`src/rtl/hex_text_to_integer_top_macros.svh`:
```
// Assertion macros for the hex text parser.
`ifndef HEX_TEXT_TO_INTEGER_TOP_MACROS_SVH
`define HEX_TEXT_TO_INTEGER_TOP_MACROS_SVH

// Same-cycle implication, sampled on i_clk, off during reset.
`define HTTI_ASSERT_SAME(lbl, ante, cons) \
    lbl: assert property (@(posedge i_clk) disable iff (!i_rst_n) (ante) |-> (cons)) \
        else $error("htti: same-cycle check failed");

// Next-cycle implication, sampled on i_clk, off during reset.
`define HTTI_ASSERT_NEXT(lbl, ante, cons) \
    lbl: assert property (@(posedge i_clk) disable iff (!i_rst_n) (ante) |=> (cons)) \
        else $error("htti: next-cycle check failed");

`endif

```
`src/rtl/htti_pkg.sv`:
```
`timescale 1ns / 1ps

package htti_pkg;

    localparam int CHAR_W   = 8;
    localparam int MAXC_W   = 16;
    localparam int SIZE_W   = 2;
    localparam int VALUE_W  = 64;
    localparam int DIGIT_W  = 4;
    localparam int PHASE_W  = 3;

    localparam logic [SIZE_W-1:0] SIZE_16 = 2'd0;
    localparam logic [SIZE_W-1:0] SIZE_32 = 2'd1;
    localparam logic [SIZE_W-1:0] SIZE_64 = 2'd2;

    localparam logic [PHASE_W-1:0] PH_IDLE   = 3'd0;
    localparam logic [PHASE_W-1:0] PH_SIGN   = 3'd1;
    localparam logic [PHASE_W-1:0] PH_ZERO   = 3'd2;
    localparam logic [PHASE_W-1:0] PH_XCHK   = 3'd3;
    localparam logic [PHASE_W-1:0] PH_FIRST  = 3'd4;
    localparam logic [PHASE_W-1:0] PH_DIGITS = 3'd5;

    localparam logic [CHAR_W-1:0] CH_0     = 8'h30;
    localparam logic [CHAR_W-1:0] CH_9     = 8'h39;
    localparam logic [CHAR_W-1:0] CH_A_LO  = 8'h61;
    localparam logic [CHAR_W-1:0] CH_F_LO  = 8'h66;
    localparam logic [CHAR_W-1:0] CH_A_UP  = 8'h41;
    localparam logic [CHAR_W-1:0] CH_F_UP  = 8'h46;
    localparam logic [CHAR_W-1:0] CH_X_LO  = 8'h78;
    localparam logic [CHAR_W-1:0] CH_X_UP  = 8'h58;
    localparam logic [CHAR_W-1:0] CH_PLUS  = 8'h2B;
    localparam logic [CHAR_W-1:0] CH_MINUS = 8'h2D;
    localparam logic [CHAR_W-1:0] HEX_ALPHA_BASE = 8'd10;

    typedef struct packed {
        logic [CHAR_W-1:0] char_code;
        logic              start_req;
        logic [MAXC_W-1:0] max_chars;
        logic [SIZE_W-1:0] value_size;
        logic              skip_store;
    } t_in_item;

    typedef struct packed {
        logic                      consumed;
        logic                      done_res;
        logic                      success;
        logic signed [VALUE_W-1:0] parsed_value;
    } t_result;

    typedef struct packed {
        logic [PHASE_W-1:0] phase;
        logic [VALUE_W-1:0] accumulator;
        logic               minus_seen;
        logic               leading_zero_seen;
        logic [SIZE_W-1:0]  size_mode;
        logic               store_suppressed;
    } t_state;

    typedef struct packed {
        logic               valid;
        logic [DIGIT_W-1:0] value;
    } t_digit;

    function automatic logic [VALUE_W-1:0] size_mask(input logic [SIZE_W-1:0] mode);
        logic [VALUE_W-1:0] m;
        unique case (mode)
            SIZE_16: m = {{(VALUE_W-16){1'b0}}, {16{1'b1}}};
            SIZE_32: m = {{(VALUE_W-32){1'b0}}, {32{1'b1}}};
            default: m = {VALUE_W{1'b1}};
        endcase
        return m;
    endfunction

    function automatic logic [VALUE_W-1:0] sext(input logic [VALUE_W-1:0] v,
                                                input logic [SIZE_W-1:0]  mode);
        logic [VALUE_W-1:0] r;
        unique case (mode)
            SIZE_16: r = {{(VALUE_W-16){v[15]}}, v[15:0]};
            SIZE_32: r = {{(VALUE_W-32){v[31]}}, v[31:0]};
            default: r = v;
        endcase
        return r;
    endfunction

    function automatic logic signed_less(input logic [VALUE_W-1:0] a,
                                         input logic [VALUE_W-1:0] b,
                                         input logic [SIZE_W-1:0]  mode);
        return $signed(sext(a, mode)) < $signed(sext(b, mode));
    endfunction

    function automatic t_digit hex_digit(input logic [CHAR_W-1:0] c);
        t_digit            d;
        logic [CHAR_W-1:0] t;
        d = '0;
        t = '0;
        if (c >= CH_0 && c <= CH_9) begin
            t = c - CH_0;
            d.valid = 1'b1;
        end else if (c >= CH_A_LO && c <= CH_F_LO) begin
            t = c - CH_A_LO + HEX_ALPHA_BASE;
            d.valid = 1'b1;
        end else if (c >= CH_A_UP && c <= CH_F_UP) begin
            t = c - CH_A_UP + HEX_ALPHA_BASE;
            d.valid = 1'b1;
        end
        d.value = t[DIGIT_W-1:0];
        return d;
    endfunction

endpackage

```
`src/rtl/htti_in_if.sv`:
```
`timescale 1ns / 1ps

interface htti_in_if;
    logic                          valid;
    logic                          ready;
    logic [htti_pkg::CHAR_W-1:0]   char_code;
    logic                          start_req;
    logic [htti_pkg::MAXC_W-1:0]   max_chars;
    logic [htti_pkg::SIZE_W-1:0]   value_size;
    logic                          skip_store;

    modport source (output valid, char_code, start_req, max_chars, value_size, skip_store,
                    input ready);
    modport sink   (input valid, char_code, start_req, max_chars, value_size, skip_store,
                    output ready);
endinterface

```
`src/rtl/htti_out_if.sv`:
```
`timescale 1ns / 1ps

interface htti_out_if;
    logic                                 valid;
    logic                                 ready;
    logic                                 consumed;
    logic                                 done_res;
    logic                                 success;
    logic signed [htti_pkg::VALUE_W-1:0]  parsed_value;

    modport source (output valid, consumed, done_res, success, parsed_value, input ready);
    modport sink   (input valid, consumed, done_res, success, parsed_value, output ready);
endinterface

```
`src/rtl/htti_step.sv`:
```
`timescale 1ns / 1ps

module htti_step #(
    parameter int COUNT_BITS = 16
) (
    input  htti_pkg::t_in_item      i_item,
    input  htti_pkg::t_state        i_state,
    input  logic [COUNT_BITS-1:0]   i_count,
    output htti_pkg::t_state        o_state,
    output logic [COUNT_BITS-1:0]   o_count,
    output htti_pkg::t_result       o_result
);

    htti_pkg::t_digit                        w_dig;
    logic [htti_pkg::VALUE_W-1:0]            w_mask_cur;
    logic [htti_pkg::VALUE_W-1:0]            w_next;
    logic                                    w_ovf;
    logic                                    w_stop;
    logic                                    w_take;
    logic                                    w_fin;
    logic [htti_pkg::PHASE_W-1:0]            w_nph;
    logic [htti_pkg::VALUE_W-1:0]            w_mask;
    logic [htti_pkg::VALUE_W-1:0]            w_v;
    logic                                    w_ok;
    logic [htti_pkg::CHAR_W-1:0]             w_c;

    assign w_c        = i_item.char_code;
    assign w_dig      = htti_pkg::hex_digit(w_c);
    assign w_mask_cur = htti_pkg::size_mask(i_state.size_mode);
    assign w_next     = ((i_state.accumulator << htti_pkg::DIGIT_W)
                        + {{(htti_pkg::VALUE_W-htti_pkg::DIGIT_W){1'b0}}, w_dig.value})
                        & w_mask_cur;
    assign w_ovf      = htti_pkg::signed_less(w_next, i_state.accumulator, i_state.size_mode);

    always_comb begin
        o_state  = i_state;
        o_count  = i_count;
        o_result = '0;
        w_stop   = 1'b0;
        w_take   = 1'b0;
        w_fin    = 1'b0;
        w_nph    = o_state.phase;
        w_mask   = '0;
        w_v      = '0;
        w_ok     = 1'b0;

        if (i_item.start_req) begin
            o_state.phase             = htti_pkg::PH_SIGN;
            o_state.accumulator       = '0;
            o_state.minus_seen        = 1'b0;
            o_state.leading_zero_seen = 1'b0;
            o_count                   = COUNT_BITS'(i_item.max_chars);
            o_state.size_mode         = (i_item.value_size > htti_pkg::SIZE_64) ?
                                        htti_pkg::SIZE_64 : i_item.value_size;
            o_state.store_suppressed  = i_item.skip_store;
            if (o_count == '0) begin
                w_fin  = 1'b1;
                w_stop = 1'b1;
            end
        end

        if (!w_stop && o_state.phase == htti_pkg::PH_IDLE) begin
            w_stop = 1'b1;
        end

        if (!w_stop && o_state.phase == htti_pkg::PH_SIGN) begin
            if (w_c == htti_pkg::CH_PLUS || w_c == htti_pkg::CH_MINUS) begin
                o_state.minus_seen = (w_c == htti_pkg::CH_MINUS);
                w_take = 1'b1;
                w_nph  = htti_pkg::PH_ZERO;
                w_stop = 1'b1;
            end else begin
                o_state.phase = htti_pkg::PH_ZERO;
            end
        end

        if (!w_stop && o_state.phase == htti_pkg::PH_ZERO) begin
            if (w_c == htti_pkg::CH_0) begin
                o_state.leading_zero_seen = 1'b1;
                w_take = 1'b1;
                w_nph  = htti_pkg::PH_XCHK;
                w_stop = 1'b1;
            end else begin
                o_state.phase = htti_pkg::PH_FIRST;
            end
        end

        if (!w_stop && o_state.phase == htti_pkg::PH_XCHK) begin
            if (w_c == htti_pkg::CH_X_LO || w_c == htti_pkg::CH_X_UP) begin
                w_take = 1'b1;
                w_nph  = htti_pkg::PH_FIRST;
                w_stop = 1'b1;
            end else if (!w_dig.valid) begin
                w_fin  = 1'b1;
                w_stop = 1'b1;
            end else begin
                o_state.phase = htti_pkg::PH_FIRST;
            end
        end

        if (!w_stop && o_state.phase == htti_pkg::PH_FIRST) begin
            if (!w_dig.valid) begin
                w_fin = 1'b1;
            end else begin
                o_state.accumulator = {{(htti_pkg::VALUE_W-htti_pkg::DIGIT_W){1'b0}},
                                       w_dig.value};
                w_take = 1'b1;
                w_nph  = htti_pkg::PH_DIGITS;
            end
            w_stop = 1'b1;
        end

        if (!w_stop) begin
            if (!w_dig.valid) begin
                w_fin = 1'b1;
            end else if (w_ovf) begin
                o_state.accumulator = w_mask_cur;
                o_result.consumed   = 1'b1;
                w_fin = 1'b1;
            end else begin
                o_state.accumulator = w_next;
                w_take = 1'b1;
                w_nph  = htti_pkg::PH_DIGITS;
            end
        end

        if (w_take) begin
            o_result.consumed = 1'b1;
            o_count = o_count - COUNT_BITS'(1);
            if (o_count == '0) begin
                w_fin = 1'b1;
            end else begin
                o_state.phase = w_nph;
            end
        end

        if (w_fin) begin
            w_mask = htti_pkg::size_mask(o_state.size_mode);
            w_v    = o_state.accumulator & w_mask;
            w_ok   = (w_v != '0) || o_state.leading_zero_seen;
            if (o_state.minus_seen) begin
                w_v = (-w_v) & w_mask;
            end
            o_result.done_res     = 1'b1;
            o_result.success      = w_ok && !o_state.store_suppressed;
            o_result.parsed_value = $signed(htti_pkg::sext(w_v, o_state.size_mode));
            o_state.phase         = htti_pkg::PH_IDLE;
        end
    end

endmodule

```
`src/rtl/hex_text_to_integer_top.sv`:
```
// Hex text to integer: parses one scanf-style hex conversion from a stream of characters,
// one character per transfer, giving one result per character (consumed, done, success and
// the signed value sign-extended from 16, 32 or 64 bits). Sustained rate is one character
// per clock while the output is taken; each character passes the input register, then the
// result register. The per-character state update (shift-add of the accumulator, signed
// overflow compare, final negate and sign extension) is combinational between those
// registers. While a result waits at the output, the input register holds at most one
// further character, and once it holds one, ready stays low until the result is taken.
`timescale 1ns / 1ps
`include "hex_text_to_integer_top_macros.svh"

module hex_text_to_integer_top #(
    parameter int COUNT_BITS = 16
) (
    input  logic              i_clk,
    input  logic              i_rst_n,
    htti_in_if.sink           i_in_ch,
    htti_out_if.source        o_out_ch
);

    logic                       r_in_valid;
    htti_pkg::t_in_item         r_in;
    htti_pkg::t_state           r_state;
    logic [COUNT_BITS-1:0]      r_count;
    logic                       r_out_valid;
    htti_pkg::t_result          r_out;

    htti_pkg::t_state           n_state;
    logic [COUNT_BITS-1:0]      n_count;
    htti_pkg::t_result          n_result;

    logic                       w_fire;
    logic                       w_in_xfer;

    assign w_fire        = r_in_valid && (!r_out_valid || o_out_ch.ready);
    assign i_in_ch.ready = !r_in_valid || w_fire;
    assign w_in_xfer     = i_in_ch.valid && i_in_ch.ready;

    htti_step #(
        .COUNT_BITS (COUNT_BITS)
    ) u_step (
        .i_item   (r_in),
        .i_state  (r_state),
        .i_count  (r_count),
        .o_state  (n_state),
        .o_count  (n_count),
        .o_result (n_result)
    );

    always_ff @(posedge i_clk) begin
        if (!i_rst_n) begin
            r_in_valid  <= 1'b0;
            r_out_valid <= 1'b0;
            r_state     <= '0;
            r_count     <= '0;
        end else begin
            if (i_in_ch.ready) begin
                r_in_valid <= i_in_ch.valid;
            end
            if (w_fire) begin
                r_state     <= n_state;
                r_count     <= n_count;
                r_out_valid <= 1'b1;
            end else if (o_out_ch.ready) begin
                r_out_valid <= 1'b0;
            end
        end
    end

    always_ff @(posedge i_clk) begin
        if (w_in_xfer) begin
            r_in.char_code  <= i_in_ch.char_code;
            r_in.start_req  <= i_in_ch.start_req;
            r_in.max_chars  <= i_in_ch.max_chars;
            r_in.value_size <= i_in_ch.value_size;
            r_in.skip_store <= i_in_ch.skip_store;
        end
        if (w_fire) begin
            r_out <= n_result;
        end
    end

    assign o_out_ch.valid        = r_out_valid;
    assign o_out_ch.consumed     = r_out.consumed;
    assign o_out_ch.done_res     = r_out.done_res;
    assign o_out_ch.success      = r_out.success;
    assign o_out_ch.parsed_value = r_out.parsed_value;

    `HTTI_ASSERT_SAME(a_idle_result_zero, r_out_valid && !r_out.done_res, !r_out.success && r_out.parsed_value == '0)
    `HTTI_ASSERT_NEXT(a_done_goes_idle, w_fire && n_result.done_res, r_state.phase == htti_pkg::PH_IDLE)
    `HTTI_ASSERT_SAME(a_busy_has_count, r_state.phase != htti_pkg::PH_IDLE, r_count != '0)
    `HTTI_ASSERT_SAME(a_ready_when_out_free, !r_out_valid, i_in_ch.ready)

endmodule

```
`src/flat_wrapper.sv`:
```
// flat-port wrapper written by rule: the top's interface ports become plain ports
module hex_text_to_integer_top_flat 
#(
    parameter int COUNT_BITS = 16
)
  (i_clk, i_rst_n, i_in_ch_valid, i_in_ch_char_code, i_in_ch_start_req, i_in_ch_max_chars, i_in_ch_value_size, i_in_ch_skip_store, i_in_ch_ready, o_out_ch_valid, o_out_ch_consumed, o_out_ch_done_res, o_out_ch_success, o_out_ch_parsed_value, o_out_ch_ready);
  htti_in_if i_in_ch_i ();
  htti_out_if o_out_ch_i ();
  input  logic i_clk;
  input  logic i_rst_n;
  input wire logic [$bits(i_in_ch_i.valid)-1:0] i_in_ch_valid;
  input wire logic [$bits(i_in_ch_i.char_code)-1:0] i_in_ch_char_code;
  input wire logic [$bits(i_in_ch_i.start_req)-1:0] i_in_ch_start_req;
  input wire logic [$bits(i_in_ch_i.max_chars)-1:0] i_in_ch_max_chars;
  input wire logic [$bits(i_in_ch_i.value_size)-1:0] i_in_ch_value_size;
  input wire logic [$bits(i_in_ch_i.skip_store)-1:0] i_in_ch_skip_store;
  output wire logic [$bits(i_in_ch_i.ready)-1:0] i_in_ch_ready;
  output wire logic [$bits(o_out_ch_i.valid)-1:0] o_out_ch_valid;
  output wire logic [$bits(o_out_ch_i.consumed)-1:0] o_out_ch_consumed;
  output wire logic [$bits(o_out_ch_i.done_res)-1:0] o_out_ch_done_res;
  output wire logic [$bits(o_out_ch_i.success)-1:0] o_out_ch_success;
  output wire logic [$bits(o_out_ch_i.parsed_value)-1:0] o_out_ch_parsed_value;
  input wire logic [$bits(o_out_ch_i.ready)-1:0] o_out_ch_ready;
  assign i_in_ch_i.valid = i_in_ch_valid;
  assign i_in_ch_i.char_code = i_in_ch_char_code;
  assign i_in_ch_i.start_req = i_in_ch_start_req;
  assign i_in_ch_i.max_chars = i_in_ch_max_chars;
  assign i_in_ch_i.value_size = i_in_ch_value_size;
  assign i_in_ch_i.skip_store = i_in_ch_skip_store;
  assign i_in_ch_ready = i_in_ch_i.ready;
  assign o_out_ch_valid = o_out_ch_i.valid;
  assign o_out_ch_consumed = o_out_ch_i.consumed;
  assign o_out_ch_done_res = o_out_ch_i.done_res;
  assign o_out_ch_success = o_out_ch_i.success;
  assign o_out_ch_parsed_value = o_out_ch_i.parsed_value;
  assign o_out_ch_i.ready = o_out_ch_ready;
  hex_text_to_integer_top #(.COUNT_BITS(COUNT_BITS)) u_core (.i_clk(i_clk), .i_rst_n(i_rst_n), .i_in_ch(i_in_ch_i), .o_out_ch(o_out_ch_i));
endmodule
```
`config.mk`:
```
export PLATFORM = sky130hd
export DESIGN_NAME = hex_text_to_integer_top_flat
export DESIGN_NICKNAME = d
export VERILOG_FILES = /design/src/rtl/htti_pkg.sv /design/src/rtl/htti_in_if.sv /design/src/rtl/htti_out_if.sv /design/src/rtl/htti_step.sv /design/src/rtl/hex_text_to_integer_top.sv /design/src/flat_wrapper.sv
export VERILOG_INCLUDE_DIRS = /design/src /design/src/rtl
export SDC_FILE = /design/constraint.sdc
export NUM_CORES = 1
export LEC_CHECK = 0
export BUFFER_PORTS_ARGS = -buffer_cell sky130_fd_sc_hd__buf_2
export CAP_MARGIN = 10
export CORE_MARGIN = 1.5
export CORE_UTILIZATION = 30
export DETAILED_ROUTE_END_ITERATION = 10
export GPL_ROUTABILITY_DRIVEN = 0
export SKIP_CTS_REPAIR_TIMING = 1
export SLEW_MARGIN = 20
export SYNTH_ARGS = -nofsm -noshare
export SYNTH_HDL_FRONTEND = slang
export SYNTH_SLANG_ARGS = --single-unit
```
`constraint.sdc`:
```
create_clock -name i_clk -period 7.8 [get_ports i_clk]
set_input_delay 1.95 -clock i_clk [delete_from_list [all_inputs] [get_ports i_clk]]
set_output_delay 1.95 -clock i_clk [all_outputs]
set_load 0.05 [all_outputs]
```
==> results of run 1 <==
registers in the layout, indices dropped and copies added, names as in the netlist:
| register | flops |
|---|---|
| u_core.o_out_ch.done_res | 1 |
| u_core.r_count | 16 |
| u_core.o_out_ch.valid | 1 |
| u_core.r_state | 72 |
| u_core.r_in_valid | 1 |
| u_core.o_out_ch.parsed_value | 64 |
| u_core.r_in | 28 |
| u_core.o_out_ch.consumed | 1 |
| u_core.o_out_ch.success | 1 |
worst max-delay path, cell delays in order, from the launching register on:
cell and delay [ps]:
dfxtp_1 410, or2_2 560, nor2_1 830, a21oi_1 120
ha_1 360, a211oi_1 270, o211ai_1 120, o221ai_1 230
o2111ai_1 240, a221o_1 450, o21ai_1 530, a31oi_1 160
buf_4 190, nor3_1 460, a21oi_1 230, nor4b_1 580
a31o_2 730, o21ai_0 170
worst paths after layout:
kind | cells after the start | to | slack (ps) | start
worst max-delay path | 17 | u_core.o_out_ch.parsed_value[43] | 850 | u_core.r_state[2]
worst min-delay path | 2 | u_core.r_count[14] | 460 | u_core.r_count[14]
worst max register to register | 17 | u_core.o_out_ch.parsed_value[43] | 850 | u_core.r_state[2]
worst min register to register | 2 | u_core.r_count[14] | 460 | u_core.r_count[14]
report_power, final:
part / switching [W] / leakage, nW / total, W / internal, W
Combinational: 0.000663 / 3.65 / 0.000946 / 0.000283
Sequential: 0.0000573 / 1.67 / 0.00113 / 0.00108
Clock: 0.000423 / 0.289 / 0.000912 / 0.000488
Total: 0.00114 / 5.61 / 0.00299 / 0.00185
placed cells by master (no fill, tap or decap), drive strengths merged, types with 33 or more instances in the layout:
master,synthesis,final
a21oi,216,216
nor2,204,204
nand2,144,144
o21ai,140,140
buf,39,131
edfxtp,95,95
dfxtp,90,90
inv,70,75
ha,70,70
a211oi,67,67
nor3,47,47
xnor2,40,40
a31oi,34,34
o31ai,33,33
through the flow:
stage                      util  setup slack [ps]
after detailed placement  0.325              1080
after CTS                 0.339              1040
after floorplan               -              2120
after global routing      0.339               428
after global placement    0.325              1310
final                     0.339               849
area by class of cell:
cell class                      instances  area (sq um)  area share
Timing Repair Buffer                  131           733      0.0476
Inverter                               70           270      0.0176
Tap cell                              600           751      0.0488
Clock buffer                           20           489      0.0318
Sequential cell                       185          4650       0.302
Clock inverter                         12           106     0.00691
Multi-Input combinational cell       1342          8390       0.545
layer usage:
layer / global-route usage / wire [um] / vias to the layer above
met2: 0.305 / 20900 / 639
met5: 0 / 0 / -
li1: - / - / 6485
met4: 0.0821 / 1660 / 0
met1: 0.259 / 20200 / 6467
met3: 0.0361 / 3490 / 97
cell families after synthesis:
kind of cell	Yosys count
and+or+nand+nor	556
buffers and inverters	211
AOI/OAI and AO/OA	630
muxes	27
adders and majority gates	70
DFF	185
xor gates and xnor gates	59
==> impl_results.md, run 1 <==
* Status: completed
* Avg Cell Area, Syn at 7.97 sq um
* Crit. End Element: register
* Post-Syn Area at 13,900 sq um
* Overall power at 0.00299 W
* # rows at 78
* Initial Util at 0.305
* Die area at 47,500 sq um
* Synth async-reset ratio at 0
* Design Area, Final at 15,400 sq um
* Hold WC Path Type: reg2reg
* Wire length per cell at 19.6 um
* Post-synthesis sequential area ratio at 0.336
* Largest net degree at the start of global routing at 144
* Worst slew pin tran at 1040 ps
* Most numerous cell in the Yosys netlist: a21oi_1
* Core Box Area at 45,500 sq um
* TritonCTS Buffers at 17
* Final ANT Viol Nets at 0
* CTS tree: yes
* Area grow syn2layout at 11.2%
* Die H at 218 um
* IO Pins at 101
* Clock Tree Buf Depth at 2
* RSZ-0062 raised after global routing: false
* Post-Layout Cell Count at 2,360
* Synth Area in Simple Gates at 0.190
* Fin crit period at 6950 ps
* Dpl hpwl at 31.7 mm
* Post-Syn Instances at 1,738
* Setup Crit Path Kind: reg2reg
* Hold Slack at 457 ps
* Final layout net count at 1,849
* Multiplexer area fraction after synthesis at 0.0197
* Worst skew pair latency at 480 ps
* Fmax at 144 MHz
* Worst setup SP type: register
* Post-Route WL at 46.2 mm
* N_diodes at 0
* Sink Count at 185
* Setup-failing EPs final at 0
* Final slew viol count at 0
* DRT iter0 DRCs at 1,702
* Distinct cells, synth at 96
* PwrDens at 194 nW/um^2
* Worst Path Required at 7990 ps
* Vias per cell at 5.80
* PortBufs at 100
* Synthesized flop and latch total at 185
* Compound-Gate Fraction of Synth Area at 0.293
* Most area-hungry cell type in the Yosys netlist: edfxtp_1
* Clock transition at the registers of the reported paths at 80 ps
* Grt total ovfl at 0
* Slew headroom at 0.302
* Fin Setup TNS at 0 ps
* Initial antenna violation count at 0
* Synth area leaders: edfxtp_1, dfxtp_1, a21oi_1, ha_1, nor2_1
* First-pass GRT wire length at 72.9 mm
* Period utilization at 0.891
* Via count at 13.7k
* Xor/xnor share of the synthesized area at 0.0373
* Tot GR Track Use at 0.194
* Final Hold Fails at 0
* Clock Tree Root: clkbuf_16
* Area share of fa/ha/maj cells after synthesis at 0.0632
* Die width at 218 um
* Synth warn at 0
* Crit path max fanout at 31
* DP Area at 14,800 sq um
* Placed Cells at 2,328
* Skew final at 16.2 ps
* Arrival time worst endpoint at 7140 ps
* Top_reg_cell synth: edfxtp_1
* DRC viols at 0
* FILL cells at 4,779
* Syn nets at 1,840
* Leakage power at 5.61 nW
* CTS HTree Levels at 4
* EDFF count, synth at 95
* Max-Cap Viols at 0
* Largest vdd supply drop at 0.157 mV
* Share of layout cells above drive strength 1 at 0.122
* Post-synth top area share at 0.206
* First-pass DRT Iterations at 5
* Vias in the first global route at 12.9k
* Largest family of logic cells by synthesized area: compound AO/OA/AOI/OAI gates
* Most frequent cells after synthesis: a21oi_1, nor2_1, nand2_1
Power figures use the tool's default switching activity.
==> run 2: changes to the inputs <==
clock period = 8.8 ns   (was 7.8 ns; I/O delays follow)
==> run 2 against run 1 <==
Net effect: worst hold slack lost 4.6 ps; critical path depth grew 1; sequential share of layout area is essentially flat; sequential cell count did not move; register-to-register slack better by 510 ps; global-route usage is 0.26 points lower; routed wire length down 1.2%; sequential power shrank 11%; total power decreased by 11%; count of clock-buffer cells in the layout is 2 lower.
==> impl_results.md, run 2 (synthesis gave the netlist of run 1 again) <==
* R2R Setup Slk at 1360 ps (was 850 ps)
* Share of layout cells above drive strength 1 at 0.120 (was 0.122)
* Setup-failing EPs final at 0 (unchanged)
* Largest net degree at the start of global routing at 147 (was 144)
* Dpl hpwl at 31.5 mm (was 31.7 mm)
* Die H at 218 um (unchanged)
* PwrDens at 172 nW/um^2 (was 194 nW/um^2)
* Skew final at 17.6 ps (was 16.2 ps)
* Grt total ovfl at 0 (unchanged)
* N_diodes at 0 (unchanged)
* Clock transition at the registers of the reported paths at 70 ps (was 80 ps)
* Status: completed (unchanged)
* TritonCTS Buffers at 17 (unchanged)
* Period utilization at 0.846 (was 0.891)
* Worst Path Required at 8980 ps (was 7990 ps)
* Crit. End Element: register (unchanged)
* Reg-to-reg critical path startpoint: u_core.r_state[2] (unchanged)
* Crit path max fanout at 36 (was 31)
* Setup Crit Path Kind: reg2reg (unchanged)
* Clock Tree Buf Depth at 2 (unchanged)
* Fin crit period at 7440 ps (was 6950 ps)
* Largest Register: u_core.r_state (unchanged)
* Max reg flops at 72 (unchanged)
* Die width at 218 um (unchanged)
* Worst setup SP type: register (unchanged)
* Wire length per cell at 19.4 um (was 19.6 um)
* Initial Util at 0.305 (unchanged)
* PortBufs at 100 (unchanged)
* DRT iter0 DRCs at 1,523 (was 1,702)
* Via count at 13.8k (was 13.7k)
* Arrival time worst endpoint at 7620 ps (was 7140 ps)
* First-pass DRT Iterations at 6 (was 5)
* Tot GR Track Use at 0.191 (was 0.194)
* PnR worst setup slack at 1360 ps (was 849 ps)
* Setup crit end: u_core.o_out_ch.parsed_value[63] (was u_core.o_out_ch.parsed_value[43])
* First-pass GRT wire length at 72.6 mm (was 72.9 mm)
* Post-Route WL at 45.6 mm (was 46.2 mm)
* Vias per cell at 5.84 (was 5.80)
* DRC viols at 0 (unchanged)
* Leakage power at 5.59 nW (was 5.61 nW)
* Crit-path cells: buf_4, or2_2, nor2_1, a21oi_1, ha_1, nand4_1, nor4_1, nand4_1, nor3_1, a221oi_2, and3_1, o31a_1, nor4_4, nand4_2, buf_4, nor4b_2, a311o_1, o211ai_2 (was or2_2, nor2_1, a21oi_1, ha_1, a211oi_1, o211ai_1, o221ai_1, o2111ai_1, a221o_1, o21ai_1, a31oi_1, buf_4, nor3_1, a21oi_1, nor4b_1, a31o_2, o21ai_0)
* R2r worst-path depth at 18 (was 17)
* Area grow syn2layout at 11.0% (was 11.2%)
* CP startpoint: u_core.r_state[2] (unchanged)
* # rows at 78 (unchanged)
* RSZ-0062 raised after global routing: false (unchanged)
* Final Hold Fails at 0 (unchanged)
* Commonest non-fill, non-tap cell in the layout: a21oi_1 (unchanged)
* CP max stage delay at 830 ps (about the same)
* Final slew viol count at 0 (unchanged)
* IO Pins at 101 (unchanged)
* Worst skew pair latency at 470 ps (was 480 ps)
* Max-Cap Viols at 0 (unchanged)
* Hold WC Path Type: reg2reg (unchanged)
* Final layout net count at 1,846 (was 1,849)
* Core Box Area at 45,500 sq um (unchanged)
* Reg-to-reg critical path endpoint: u_core.o_out_ch.parsed_value[63] (was u_core.o_out_ch.parsed_value[43])
* Clock Tree Root: clkbuf_16 (unchanged)
* CTS HTree Levels at 4 (unchanged)
* Most frequent cells in the layout: a21oi_1, nor2_1, nand2_1 (unchanged)
* Vias in the first global route at 13.1k (was 12.9k)
* Pre-CTS setup slack at 1580 ps (was 1080 ps)
* Worst slew pin tran at 1100 ps (was 1040 ps)
* Sink Count at 185 (unchanged)
* Slew headroom at 0.268 (was 0.302)
* Slowest stage cell, crit path: nor2_1 (unchanged)
* Fin Setup TNS at 0 ps (unchanged)
* Final ANT Viol Nets at 0 (unchanged)
* Final Core Density at 0.338 (was 0.339)
* Die area at 47,500 sq um (unchanged)
* Initial antenna violation count at 0 (unchanged)
* CTS tree: yes (unchanged)
* Largest vdd supply drop at 0.174 mV (was 0.157 mV)
* Fmax at 134 MHz (was 144 MHz)
[run 2: how the worst min path moves through the flow]
stage                                  start                  to  slack [ps]  depth (start not counted)
after global placement    u_core.r_count[11]  u_core.r_count[11]         440                          2
after CTS                 u_core.r_count[14]  u_core.r_count[14]         460                          2
after global routing       u_core.r_count[1]   u_core.r_count[1]         480                          2
final                     u_core.r_count[14]  u_core.r_count[14]         450                          2
after detailed placement  u_core.r_count[14]  u_core.r_count[14]         450                          2
after floorplan           u_core.r_count[11]  u_core.r_count[11]         430                          2
[run 2: per-layer routing]
layer / vias to the layer above / global-route usage / wire [um]
met5: - / 0 / 0
met4: 0 / 0.0779 / 1330
met3: 88 / 0.0344 / 3510
met2: 638 / 0.299 / 20800
met1: 6577 / 0.259 / 20000
li1: 6462 / - / -
[run 2: metrics by stage]
| stage | power, W | hold WS (ps) | cells | cell area (sq um) |
|---|---|---|---|---|
| floorplan | 0.00160 | 429 | 1738 | 13900 |
| global placement | 0.00182 | 436 | 2325 | 14800 |
| detailed placement | 0.00183 | 449 | 2325 | 14800 |
| CTS | 0.00265 | 459 | 2357 | 15400 |
| global route | 0.00278 | 478 | 2357 | 15400 |
| finish | 0.00265 | 452 | 2357 | 15400 |
[run 2: area by class of cell]
| class | instances | area (sq um) |
|---|---|---|
| Clock buffer | 18 | 429 |
| Timing Repair Buffer | 128 | 711 |
| Clock inverter | 14 | 169 |
| Tap cell | 600 | 751 |
| Inverter | 70 | 270 |
| Multi-Input combinational cell | 1342 | 8400 |
| Fill cell | 4767 | 30100 |
| Sequential cell | 185 | 4650 |
[run 2: power breakdown]
group | total, W | internal (W) | switching [W]
logic | 0.000828 | 0.000248 | 0.000580
registers | 0.00101 | 0.000955 | 0.0000516
clock network | 0.000816 | 0.000449 | 0.000367
total | 0.00265 | 0.00165 | 0.000999
[run 2: critical path, delay by kind of cell, from the launching register on]
kind / cells / cell delay [ps]
AO/OA/AOI/OAI: 5 / 1160
adder cells (fa/ha/maj): 1 / 360
buffers and inverters: 2 / 600
flip-flops: 1 / 320
AND/OR/NAND/NOR: 10 / 4700
